===== config.mk =====
export PLATFORM = sky130hd
export DESIGN_NAME = ikf_ctrl
export DESIGN_NICKNAME = d
export VERILOG_FILES = /design/src/rtl/core/ikf_pkg.sv /design/src/rtl/core/ikf_ctrl.sv
export SDC_FILE = /design/constraint.sdc
export NUM_CORES = 1
export LEC_CHECK = 0
export ABC_AREA = 0
export BUFFER_PORTS_ARGS = -buffer_cell sky130_fd_sc_hd__buf_2
export CAP_MARGIN = 20
export CORE_MARGIN = 3
export CORE_UTILIZATION = 60
export DETAILED_ROUTE_END_ITERATION = 16
export PLACE_DENSITY = 0.89
export SYNTH_ARGS = -nofsm -noshare
export SYNTH_HDL_FRONTEND = slang
export SYNTH_SLANG_ARGS = --single-unit

===== constraint.sdc =====
create_clock -name clk -period 17.5 [get_ports clk]
set_input_delay 3.5 -clock clk [delete_from_list [all_inputs] [get_ports clk]]
set_output_delay 3.5 -clock clk [all_outputs]
set_load 0.02 [all_outputs]

===== src/rtl/core/ikf_pkg.sv =====
`default_nettype none

package ikf_pkg;

    localparam int MAX_WIDTH = 2048;
    localparam int ADDR_W    = $clog2(MAX_WIDTH);

    localparam logic [2:0] MODE_SOBEL   = 3'd0;
    localparam logic [2:0] MODE_MEDIAN  = 3'd1;
    localparam logic [2:0] MODE_GAUSS   = 3'd2;
    localparam logic [2:0] MODE_EMBOSS  = 3'd3;
    localparam logic [2:0] MODE_SHARPEN = 3'd4;
    localparam logic [2:0] MODE_BLUR    = 3'd5;

    localparam logic [1:0] CFG_MODE   = 2'd0;
    localparam logic [1:0] CFG_WIDTH  = 2'd1;
    localparam logic [1:0] CFG_HEIGHT = 2'd2;

    localparam logic [11:0] WIDTH_MIN   = 12'd3;
    localparam logic [11:0] WIDTH_MAX   = 12'(MAX_WIDTH);
    localparam logic [12:0] HEIGHT_MIN  = 13'd3;
    localparam logic [12:0] HEIGHT_MAX  = 13'd4096;
    localparam logic [11:0] WIDTH_RST   = 12'd640;
    localparam logic [12:0] HEIGHT_RST  = 13'd480;

    // reciprocal of 5 in 2^-18 units, exact for 14-bit dividends
    localparam logic [15:0] RECIP5 = 16'd52429;

    typedef logic [31:0] pixel_t;

    typedef struct packed {
        logic              emit;
        logic              border;
        logic              last;
        logic [ADDR_W-1:0] addr;
        pixel_t            px;
    } item_t;

    typedef struct packed {
        logic border;
        logic last;
    } tag_t;

    function automatic logic [7:0] grey_of(input pixel_t p);
        logic [12:0] s;
        s = 13'(p[7:0]) * 13'd11 + 13'(p[15:8]) * 13'd16 + 13'(p[23:16]) * 13'd5;
        return s[12:5];
    endfunction

    function automatic logic signed [10:0] kern_coef(input logic [2:0] mode,
                                                     input logic [3:0] idx);
        logic signed [10:0] k [0:8];
        case (mode)
            MODE_SOBEL:   k = '{-11'sd160, -11'sd160, 11'sd0, -11'sd160, 11'sd0,
                                11'sd160, 11'sd0, 11'sd160, 11'sd160};
            MODE_GAUSS:   k = '{11'sd5, 11'sd10, 11'sd5, 11'sd10, 11'sd20,
                                11'sd10, 11'sd5, 11'sd10, 11'sd5};
            MODE_EMBOSS:  k = '{-11'sd80, -11'sd80, 11'sd0, -11'sd80, 11'sd0,
                                11'sd80, 11'sd0, 11'sd80, 11'sd80};
            MODE_SHARPEN: k = '{-11'sd80, -11'sd80, -11'sd80, -11'sd80, 11'sd720,
                                -11'sd80, -11'sd80, -11'sd80, -11'sd80};
            MODE_BLUR:    k = '{11'sd0, 11'sd16, 11'sd0, 11'sd16, 11'sd16,
                                11'sd16, 11'sd0, 11'sd16, 11'sd0};
            default:      k = '{default: 11'sd0};
        endcase
        return (idx < 4'd9) ? k[idx] : 11'sd0;
    endfunction

endpackage

`default_nettype wire


===== src/rtl/core/ikf_ctrl.sv =====
`default_nettype none

module ikf_ctrl
    import ikf_pkg::*;
(
    input  wire logic        clk,
    input  wire logic        rst_n,
    input  wire logic        en,
    input  wire logic        in_valid,
    input  wire logic [7:0]  in_red,
    input  wire logic [7:0]  in_green,
    input  wire logic [7:0]  in_blue,
    input  wire logic [7:0]  in_alpha,
    input  wire logic        drain,
    input  wire logic        cfg_valid,
    input  wire logic [1:0]  cfg_index,
    input  wire logic [12:0] cfg_data,
    output logic [2:0]       mode,
    output logic             item_valid,
    output item_t            item
);

    logic [ADDR_W-1:0] col_reg, col_next;
    logic [12:0]       row_reg, row_next;
    logic [11:0]       pend_reg, pend_next;
    logic [2:0]        mode_reg, mode_next;
    logic [11:0]       width_reg, width_next;
    logic [12:0]       height_reg, height_next;

    logic              restart_pre, ignore, emit;
    logic [ADDR_W-1:0] c;
    logic [12:0]       r, qr, r_inc;
    logic [11:0]       p, p_upd, c_inc;
    logic [ADDR_W-1:0] qc;
    logic [11:0]       wv;
    logic [12:0]       hv;

    always_comb
    begin
        restart_pre = !drain && (row_reg >= height_reg);
        ignore      = drain && ((row_reg < height_reg) || (pend_reg == 12'd0));
        c = restart_pre ? '0 : col_reg;
        r = restart_pre ? '0 : row_reg;
        p = restart_pre ? '0 : pend_reg;

        if (!drain)
        begin
            emit  = ({1'b0, p} >= ({1'b0, width_reg} + 13'd1));
            p_upd = emit ? p : p + 12'd1;
        end
        else
        begin
            emit  = 1'b1;
            p_upd = p - 12'd1;
        end

        if (c != '0)
        begin
            qr = r - 13'd1;
            qc = c - ADDR_W'(1);
        end
        else
        begin
            qr = r - 13'd2;
            qc = ADDR_W'(width_reg - 12'd1);
        end

        item.emit   = emit;
        item.border = (qr == 13'd0) || (qr == height_reg - 13'd1) || (qc == '0)
                      || ({1'b0, qc} == width_reg - 12'd1);
        item.last   = (qr == height_reg - 13'd1) && ({1'b0, qc} == width_reg - 12'd1);
        item.addr   = c;
        item.px     = drain ? '0 : {in_alpha, in_blue, in_green, in_red};
        item_valid  = in_valid && en && !ignore;

        c_inc = {1'b0, c} + 12'd1;
        r_inc = r;
        if (c_inc >= width_reg)
        begin
            c_inc = '0;
            r_inc = r + 13'd1;
        end

        col_next    = col_reg;
        row_next    = row_reg;
        pend_next   = pend_reg;
        mode_next   = mode_reg;
        width_next  = width_reg;
        height_next = height_reg;

        if (item_valid)
        begin
            col_next  = c_inc[ADDR_W-1:0];
            row_next  = r_inc;
            pend_next = p_upd;
            if (drain && p_upd == 12'd0)
            begin
                col_next = '0;
                row_next = '0;
            end
        end

        wv = cfg_data[11:0];
        hv = cfg_data;
        if (cfg_valid)
        begin
            unique case (cfg_index)
                CFG_MODE:
                    mode_next = cfg_data[2:0];
                CFG_WIDTH:
                begin
                    width_next = (wv < WIDTH_MIN) ? WIDTH_MIN : (wv > WIDTH_MAX) ? WIDTH_MAX : wv;
                    col_next   = '0;
                    row_next   = '0;
                    pend_next  = '0;
                end
                CFG_HEIGHT:
                begin
                    height_next = (hv < HEIGHT_MIN) ? HEIGHT_MIN :
                                  (hv > HEIGHT_MAX) ? HEIGHT_MAX : hv;
                    col_next    = '0;
                    row_next    = '0;
                    pend_next   = '0;
                end
                default: ;
            endcase
        end
    end

    assign mode = mode_reg;

    always_ff @(posedge clk or negedge rst_n)
    begin
        if (!rst_n)
        begin
            col_reg    <= '0;
            row_reg    <= '0;
            pend_reg   <= '0;
            mode_reg   <= MODE_SOBEL;
            width_reg  <= WIDTH_RST;
            height_reg <= HEIGHT_RST;
        end
        else
        begin
            col_reg    <= col_next;
            row_reg    <= row_next;
            pend_reg   <= pend_next;
            mode_reg   <= mode_next;
            width_reg  <= width_next;
            height_reg <= height_next;
        end
    end

`ifndef NO_ASSERTIONS
    a_col_range: assert property (@(posedge clk) disable iff (!rst_n)
        {1'b0, col_reg} < width_reg)
        else $error("column past row end");
    a_row_range: assert property (@(posedge clk) disable iff (!rst_n)
        row_reg <= height_reg + 13'd1)
        else $error("row past frame end");
    a_pend_range: assert property (@(posedge clk) disable iff (!rst_n)
        {1'b0, pend_reg} <= {1'b0, width_reg} + 13'd1)
        else $error("pending count beyond line delay");
`endif

endmodule

`default_nettype wire


==> run_results.csv, run 1 <==
group,metric,value,unit
status,status,"complete, no violations",
die,core_area,11500,um2
synth,ys_top_cells_by_count,"nand2_1, nor2_1, xnor2_1",
synth,synth_ff_type,"dfrtp_1",
clocking,path_clk_slew,50,ps
placed_design,place.gp.congestion,0.977,
final_layout,design_area,7890,um2
power,vdd_drop_max,0.0753,mV
synth,syn_inst,950,
timing,tightest_slew,1070,ps
clocking,insertion_delay,340,ps
die,fp.dieH,115,um
die,die_area,13200,um2
timing,finalCritPeriodShare,0.661,
die,die_w,115,um
route,drtAntennaViolNets,0,
clocking,clock-sinks,64,
clocking,holdBufCountCts,0,
synth,syn_area,7140,um2
final_layout,final_util,0.685,
power,power.density,93.7,nW/um2
synth,syn_nets,1052,
grt,grt_usage,0.309,
setup_path,cp_max_fo,62,
placed_design,dp_slack,6090,ps
final_layout,final_net_count,1107,
route,totalWireLength,20300,um
placed_design,dpl_cell_area,7620,um2
setup_path,path_class,"input port to output port",
timing,slew_headroom,0.286,
timing,slew_violations,0,
power,total_power,0.739,mW
route,drt_iter0_markers,805,
final_layout,fill_cells,989,
timing,fin_hold_ws,506,ps
grt,antenna_found_initial,0,
route,wl_per_cell,17.6,um
die,ios,103,
clocking,cts_setup_buffers,0,
synth,ys_seq_area_frac,0.225,
timing,hold_viol,0,
job,drv_cap,0,
timing,final.setup_skew,7.80,ps
synth,yosysTopAreaCell,"dfrtp_1",
setup_path,cp.arrival,8070,ps
synth,synth_edf_count,0,
timing,fmax,86.4,MHz
setup_path,cpPeakStageDelay,440,ps
timing,rsz0062_at_grt,"false",
die,initial_utilization,0.620,
setup_path,cp_cell_sequence,"buf_2, buf_4, or2_1, o22ai_1, a21oi_4, buf_4, and2_1, inv_1, ha_1, nor2b_1, nand2_2, a21o_1, nor3_2, mux2i_1, a21oi_2, xnor2_1, nor4_1, nand4_1, nor2_1, buf_2",
grt,overflow,0,
clocking,cts_inserted_buffers,9,
synth,yosys-top-cells-area,"dfrtp_1, ha_1, xnor2_1, nand2_1, a21oi_1",
final_layout,stdcell_count,1153,
placed_design,place_hpwl,15100,um
synth,yosysTopAreaCellShare,0.203,
setup_path,crit_path_top_delay_cell,"nor2b_1",
synth,synth-seq-cells,64,
setup_path,cp.required,14000,ps
synth,post-synth-top-count-cell,"nand2_1",
synth,yosysUniqueCellTypes,78,
final_layout,area_growth_syn_to_layout,10.6,%
grt,grt_pass1_vias,6768,
synth,avgSynthCellArea,7.51,um2
hold_path,hp-class,"flip-flop to flip-flop",
timing,finalCriticalPeriod,11570,ps
route,post-route-drc-count,0,
clocking,clockBufferDepth,2,
route,vias_per_cell,6.42,
placed_design,dp.cells,1136,
grt,grt_pass1_wl,33300,um
clocking,root_buffer,"clkbuf_16",
route,firstDrtPassIters,5,
clocking,cts_tree,"yes",
placed_design,port_buffers,102,
grt,grt_max_degree,65,
die,core.rowCount,39,
timing,setup_tns,0,ps
synth,yosysWarnings,0,
setup_path,startpoint_type,"input port",
clocking,cts_resized,0,
final_layout,drive_gt1_frac,0.164,
timing,setup_viol,0,
timing,fin_ws,5930,ps
final_layout,antenna_cells,0,
synth,async_flop_share,1.00,
setup_path,crit_path_end_kind,"output port",
route,vias,7398,
clocking,h-tree-depth,3,
power,leakage,3.49,nW
worst paths after layout:
check | slack (ps) | start | depth (start not counted) | end
min | 510 | mode[0]$_DFFE_PN0P_ | 1 | mode[0]$_DFFE_PN0P_
max | 5930 | drain | 20 | item[43]
max reg2reg | 10990 | row_reg[3]$_DFF_PN0_ | 18 | row_reg[12]$_DFF_PN0_
min in group asynchronous | 3350 | rst_n | 2 | height_reg[10]$_DFFE_PN0P_
min reg2reg | 510 | mode[0]$_DFFE_PN0P_ | 1 | mode[0]$_DFFE_PN0P_
max in group asynchronous | 13620 | rst_n | 2 | pend_reg[4]$_DFF_PN0_
cells in the final DEF, fill, tap and decap left out, types with 14 or more instances in the layout:
master / count
and2_1: 16
o21ai_0: 36
buf_2: 103
nand3_1: 37
a22o_1: 16
a21oi_1: 57
xor2_1: 14
nand4_1: 34
nor2b_1: 38
nand2_1: 97
ha_1: 49
inv_1: 50
nor3_1: 34
xnor2_1: 61
dfrtp_1: 58
nor2_1: 75
final cells by class:
cell class / instances / area (um2) / area share
clock inverters: 4 / 22.5 / 0.00285
flip-flops and latches: 64 / 1610 / 0.204
multi-input cells: 768 / 5070 / 0.642
clock buffers: 12 / 246 / 0.0312
well taps: 143 / 179 / 0.0227
inverters: 51 / 191 / 0.0243
repair buffers: 111 / 576 / 0.0729
routing by layer:
layer | part of all wire | GRT usage | vias to the layer above | wire length (um)
met4 | 0.032 | 0.126 | 0 | 647
met3 | 0.078 | 0.0526 | 62 | 1590
met5 | 0 | 0 | - | 0
li1 | - | - | 3528 | -
met2 | 0.47 | 0.486 | 364 | 9580
met1 | 0.42 | 0.422 | 3444 | 8530
where the power goes:
| group | total [mW] | switching (mW) | internal, mW |
|---|---|---|---|
| clock | 0.166 | 0.0669 | 0.0989 |
| sequential | 0.198 | 0.0317 | 0.166 |
| combinational | 0.376 | 0.221 | 0.155 |
| total | 0.739 | 0.319 | 0.420 |
logic make-up after synthesis:
kind of cell             synth area share
buffers and inverters              0.0658
AO/OA/AOI/OAI                       0.197
multiplexers                       0.0312
flip-flops                          0.225
adder cells (fa/ha/maj)            0.0859
XOR/XNOR                           0.0921
AND/OR/NAND/NOR                     0.303
critical path: cells and delay by family:
kind	cells	cell delay (ps)
simple gates	8	1990
buf+inv	5	960
fa+ha+maj	1	430
compound gates	4	720
mux	1	240
xor+xnor	1	160
No activity file was read; power rests on OpenSTA's default activity.
==> inputs of run 2 (changes only) <==
CORE_UTILIZATION = 59   (was 60)
PLACE_DENSITY = 0.88   (was 0.89)
clock period = 11.66 ns   (was 17.5 ns; I/O delays follow)
==> run 2 against run 1 <==
  * Die area up 1.6%
  * Power is 53% higher
  * Sequential power is 50% higher
  * Flip-flop and latch count stayed put
  * Register-to-register slack got worse by 5600 ps
  * Combinational power increased by 49%
  * Highest routed layer unchanged
==> run_results.csv, run 2 (synthesis results as in run 1) <==
group,metric,value,unit
placed_design,place_hpwl,15100,um
power,pwr-share-seq,0.262,
clocking,cts_tree,"yes",
final_layout,fill_cells,981,
clocking,path_clk_slew,50,ps
power,clockPowerShare,0.243,
timing,rsz0062_at_grt,"false",
timing,finalCritPeriodShare,0.766,
setup_path,reg2reg_setup_slack,5430,ps
setup_path,cp.required,9330,ps
hold_path,whs_endpoint,"height_reg[11]$_DFFE_PN0P_",
setup_path,crit_path_end_kind,"output port",
setup_path,cp_cell_sequence,"buf_2, or2_1, o22ai_1, a21oi_4, buf_4, nand2_1, ha_1, inv_1, nand2_1, a21o_1, a211o_1, nand4_1, a211oi_1, or3_1, buf_2",
clocking,insertion_delay,360,ps
grt,grt_usage,0.313,
setup_path,cp_top_family,"compound AO/OA/AOI/OAI gates",
final_layout,antenna_cells,0,
timing,finalCriticalPeriod,8930,ps
final_layout,multi_input_area,5070,um2
route,vias,7385,
route,wl_per_cell,17.9,um
route,post-route-drc-count,0,
die,core_area,11600,um2
timing,setup_tns,0,ps
setup_path,cp.buffers_inverters,4,
timing,hold_viol,0,
setup_path,cpPeakStageDelay,950,ps
final_layout,final_cell_mix,"buf_2, nand2_1, nor2_1",
clocking,root_buffer,"clkbuf_16",
grt,antenna_found_initial,0,
die,ios,103,
setup_path,crit_path_top_delay_cell,"a211oi_1",
power,power.density,143,nW/um2
timing,tightest_slew,1110,ps
timing,fmax,112,MHz
final_layout,area_growth_syn_to_layout,10.9,%
power,leakage,3.50,nW
final_layout,drive_gt1_frac,0.164,
power,swShare,0.430,
setup_path,path_class,"input port to output port",
grt,grt_pass1_vias,6856,
clocking,cts_resized,0,
die,fp.dieH,116,um
final_layout,stdcell_count,1152,
timing,slew_violations,0,
die,die_w,116,um
timing,fin_hold_ws,480,ps
setup_path,rr_worst_depth,20,
power,switchingPower,0.487,mW
placed_design,port_buffers,102,
hold_path,hp-class,"flip-flop to flip-flop",
placed_design,dpl_cell_area,7610,um2
route,drt_iter0_markers,774,
final_layout,design_area,7910,um2
clocking,clock-sinks,64,
timing,setup_viol,0,
clocking,h-tree-depth,3,
final_layout,ff_latch_area,1610,um2
setup_path,r2r-end,"row_reg[6]$_DFF_PN0_",
clocking,cts_inserted_buffers,9,
die,core.rowCount,39,
setup_path,startpoint_type,"input port",
route,firstDrtPassIters,5,
grt,grt_max_degree,65,
power,vdd_drop_max,0.103,mV
job,drv_cap,0,
clocking,holdBufCountCts,0,
status,status,"complete, no violations",
setup_path,cp_max_fo,59,
grt,overflow,0,
hold_path,holdCritStartpoint,"height_reg[11]$_DFFE_PN0P_",
hold_path,holdPathStages,2,
clocking,clockBufferDepth,2,
die,die_area,13500,um2
placed_design,dp.cells,1135,
setup_path,rr_startpoint,"row_reg[3]$_DFF_PN0_",
route,vias_per_cell,6.41,
die,initial_utilization,0.614,
power,pwr-share-comb,0.495,
timing,final.setup_skew,12.1,ps
setup_path,cp.arrival,6600,ps
placed_design,place.gp.congestion,0.968,
route,drtAntennaViolNets,0,
final_layout,final_net_count,1106,
power,intPower,0.646,mW
grt,grt_pass1_wl,34000,um
clocking,cts_setup_buffers,0,
route,totalWireLength,20700,um
final_layout,layout_commonest_cell,"buf_2",
timing,slew_headroom,0.253,
==> run 2: cell types whose count changed in the layout (fill, tap and decap cells not counted) <==
cell,previous run,this run
buf_6,0,1
buf_2,103,102
buf_4,8,7
bufinv_16,0,1
clkinv_2,3,2
clkbuf_8,1,0
inv_6,0,1
==> run 2: final cells by class <==
| class | instances | share of cell area |
|---|---|---|
| clock buffers | 11 | 0.0294 |
| clock inverters | 5 | 0.00712 |
| inverters | 51 | 0.0242 |
| multi-input cells | 768 | 0.641 |
| flip-flops and latches | 64 | 0.203 |
| well taps | 143 | 0.0226 |
| repair buffers | 110 | 0.0726 |
==> run 2: worst max-delay path by stage <==
stage | startpoint | endpoint | cells after the start
floorplan | drain | item[43] | 18
global placement | drain | item[45] | 15
finish | drain | item[45] | 15
CTS | drain | item[43] | 18
detailed placement | drain | item[45] | 15
global route | drain | item[45] | 14
==> run 2: per-layer routing <==
layer  wire, um  global-route usage  up-vias  part of all wire
met5          0                   0        -                 0
met2       9700               0.486      325              0.47
li1           -                   -     3519                 -
met3       1380              0.0564       71             0.067
met1       8830               0.428     3470              0.43
met4        735               0.136        0             0.036
==> run 2: power by group through the flow <==
| stage | Sequential [mW] | Clock [mW] | Combinational, mW |
|---|---|---|---|
| after floorplan | 0.272 | 0 | 0.446 |
| after global placement | 0.298 | 0 | 0.535 |
| after detailed placement | 0.299 | 0 | 0.546 |
| after CTS | 0.295 | 0.278 | 0.551 |
| after global routing | 0.302 | 0.286 | 0.622 |
| final | 0.297 | 0.275 | 0.561 |
==> run 2: tightest hold or removal path, cell delays in order (launching register included) <==
cell,delay (ps)
dfrtp_1,340
nand2_1,40
o21ai_0,60
==> run 2: stage by stage <==
step | setup slack [ps] | power (mW) | util
2_1_floorplan | 3210 | 0.719 | -
3_3_place_gp | 2980 | 0.832 | 0.655
3_5_place_dp | 2840 | 0.845 | 0.655
4_1_cts | 2830 | 1.12 | 0.680
5_1_grt | 2380 | 1.21 | 0.681
6_report | 2730 | 1.13 | 0.681
==> inputs of run 3 (changes only) <==
CORE_UTILIZATION = 54   (was 59)
PLACE_DENSITY = 0.85   (was 0.88)
clock period = 8.2 ns   (was 11.66 ns; I/O delays follow)
==> run 3 against run 2 <==
  * Hold slack gained 15 ps
  * Critical endpoint is now item[43]
  * First-iteration DRC count up 21%
  * Cell count up 2.5%
  * Largest cell class unchanged
  * Critical path type unchanged
  * Non-clock buffer count grew 1
  * Clock skew fell by 2.7 ps
  * Worst setup slack worse by 1700 ps
==> run_results.csv, run 3 (synthesis results as in run 1) <==
group,metric,value,unit
status,status,"complete, no violations",
placed_design,dp_slack,1250,ps
clocking,holdBufCountCts,0,
route,post-route-drc-count,0,
clocking,cts_inserted_buffers,9,
final_layout,fill_cells,1097,
clocking,cts_resized,0,
clocking,h-tree-depth,3,
die,die_area,14600,um2
timing,hold_viol,0,
setup_path,crit_path_top_delay_cell,"nor3_1",
final_layout,design_area,7980,um2
grt,overflow,0,
route,vias,7276,
power,clockPowerShare,0.258,
die,core_area,12800,um2
timing,finalCritPeriodShare,0.876,
setup_path,r2r-end,"row_reg[10]$_DFF_PN0_",
clocking,root_buffer,"clkbuf_16",
setup_path,cpPeakStageDelay,560,ps
power,leakage,3.52,nW
route,drtAntennaViolNets,0,
power,vdd_drop_max,0.158,mV
placed_design,place_hpwl,14900,um
setup_path,cp_cell_sequence,"buf_2, nor3_1, a21oi_4, and2_1, inv_1, ha_1, nor2b_1, nand2_2, a21o_1, nor3_2, mux2i_1, a21oi_2, xnor2_1, nor4_1, nand4_1, nor2_1, buf_2",
final_layout,final_net_count,1107,
setup_path,rr_startpoint,"row_reg[3]$_DFF_PN0_",
route,vias_per_cell,6.16,
die,fp.dieH,121,um
clocking,cts_setup_buffers,0,
clocking,path_clk_slew,60,ps
timing,final.setup_skew,9.43,ps
setup_path,crit_top_cell,"buf_2",
die,ios,103,
route,wl_per_cell,17.4,um
setup_path,cp.required,6560,ps
die,core.rowCount,41,
placed_design,dpl_cell_area,7660,um2
grt,grt_max_degree,65,
hold_path,whs_endpoint,"height_reg[11]$_DFFE_PN0P_",
power,power.density,206,nW/um2
timing,slew_headroom,0.318,
timing,fmax,139,MHz
timing,setup_viol,0,
setup_path,cp.arrival,5550,ps
timing,setup_tns,0,ps
timing,tightest_slew,1020,ps
hold_path,hp-class,"flip-flop to flip-flop",
clocking,cts_tree,"yes",
power,swShare,0.415,
grt,antenna_found_initial,0,
final_layout,area_growth_syn_to_layout,11.9,%
final_layout,layout_commonest_cell,"buf_2",
clocking,clock-sinks,64,
placed_design,place.gp.congestion,0.968,
final_layout,drive_gt1_frac,0.165,
setup_path,reg2reg_setup_slack,2260,ps
die,initial_utilization,0.559,
grt,grt_usage,0.283,
grt,grt_pass1_wl,33900,um
final_layout,multi_input_area,5070,um2
clocking,clockBufferDepth,2,
route,totalWireLength,20600,um
power,switchingPower,0.683,mW
die,die_w,121,um
hold_path,holdCritStartpoint,"height_reg[11]$_DFFE_PN0P_",
power,pwr-share-seq,0.256,
timing,rsz0062_at_grt,"false",
final_layout,stdcell_count,1181,
setup_path,cp.buffers_inverters,3,
placed_design,port_buffers,102,
final_layout,final_cell_mix,"buf_2, nand2_1, nor2_1",
hold_path,holdPathStages,2,
job,drv_cap,0,
setup_path,rr_worst_depth,19,
power,intPower,0.964,mW
setup_path,path_class,"input port to output port",
placed_design,dp.cells,1166,
setup_path,cp_top_family,"simple AND/OR/NAND/NOR gates",
timing,fin_ws,1010,ps
power,pwr-share-comb,0.485,
final_layout,ff_latch_area,1610,um2
setup_path,startpoint_type,"input port",
setup_path,crit_path_end_kind,"output port",
setup_path,cp_num_cells,17,
timing,finalCriticalPeriod,7190,ps
timing,slew_violations,0,
setup_path,cp_max_fo,14,
final_layout,antenna_cells,0,
clocking,insertion_delay,350,ps
route,firstDrtPassIters,7,
route,drt_iter0_markers,934,
power,total_power,1.65,mW
grt,grt_pass1_vias,6840,
-- run 3: cell type report --
| type | instances | share of cell area |
|---|---|---|
| multi-input combinational | 768 | 0.635 |
| timing repair buffer | 111 | 0.0724 |
| clock inverter | 3 | 0.00815 |
| inverter | 51 | 0.0240 |
| clock buffer | 12 | 0.0321 |
| sequential | 64 | 0.202 |
| tap | 172 | 0.0270 |
-- run 3: worst reg2reg max path, stage by stage, from the launching register on --
cell,delay [ps]
dfrtp_1,760
ha_1,370
a21o_1,160
a21oi_1,200
o21ai_1,220
a21oi_4,270
buf_4,550
and2_1,300
ha_1,260
and3_1,190
and4_1,240
a31oi_1,180
nand3_1,340
or3_1,450
a31oi_1,260
and4_1,260
nand4b_1,120
buf_4,240
a21oi_2,330
nor3_1,90
-- run 3: how the worst max path moves through the flow --
stage,start,to,slack (ps)
2_1_floorplan,drain,item[43],1130
3_3_place_gp,drain,item[43],1290
3_5_place_dp,drain,item[43],1250
4_1_cts,drain,item[43],1100
5_1_grt,drain,item[43],740
6_report,drain,item[43],1010
-- run 3: power by group through the flow --
stage	combinational [mW]	sequential [mW]	clock, mW
4_1_cts	0.787	0.419	0.427
3_5_place_dp	0.776	0.424	0
3_3_place_gp	0.760	0.423	0
6_report	0.799	0.422	0.425
2_1_floorplan	0.635	0.387	0
5_1_grt	0.883	0.428	0.446
-- run 3: per-stage QoR --
stage                     hold slack (ps)   util
after floorplan                       450      -
after global placement                468  0.600
after detailed placement              488  0.600
after CTS                             499  0.625
after global routing                  503  0.625
final                                 495  0.625
-- run 3: layer usage --
layer,part of all wire,vias up,track usage
met5,0,-,0
met4,0.027,0,0.0885
met3,0.081,49,0.0643
met2,0.47,336,0.460
met1,0.42,3378,0.376
li1,-,3513,-
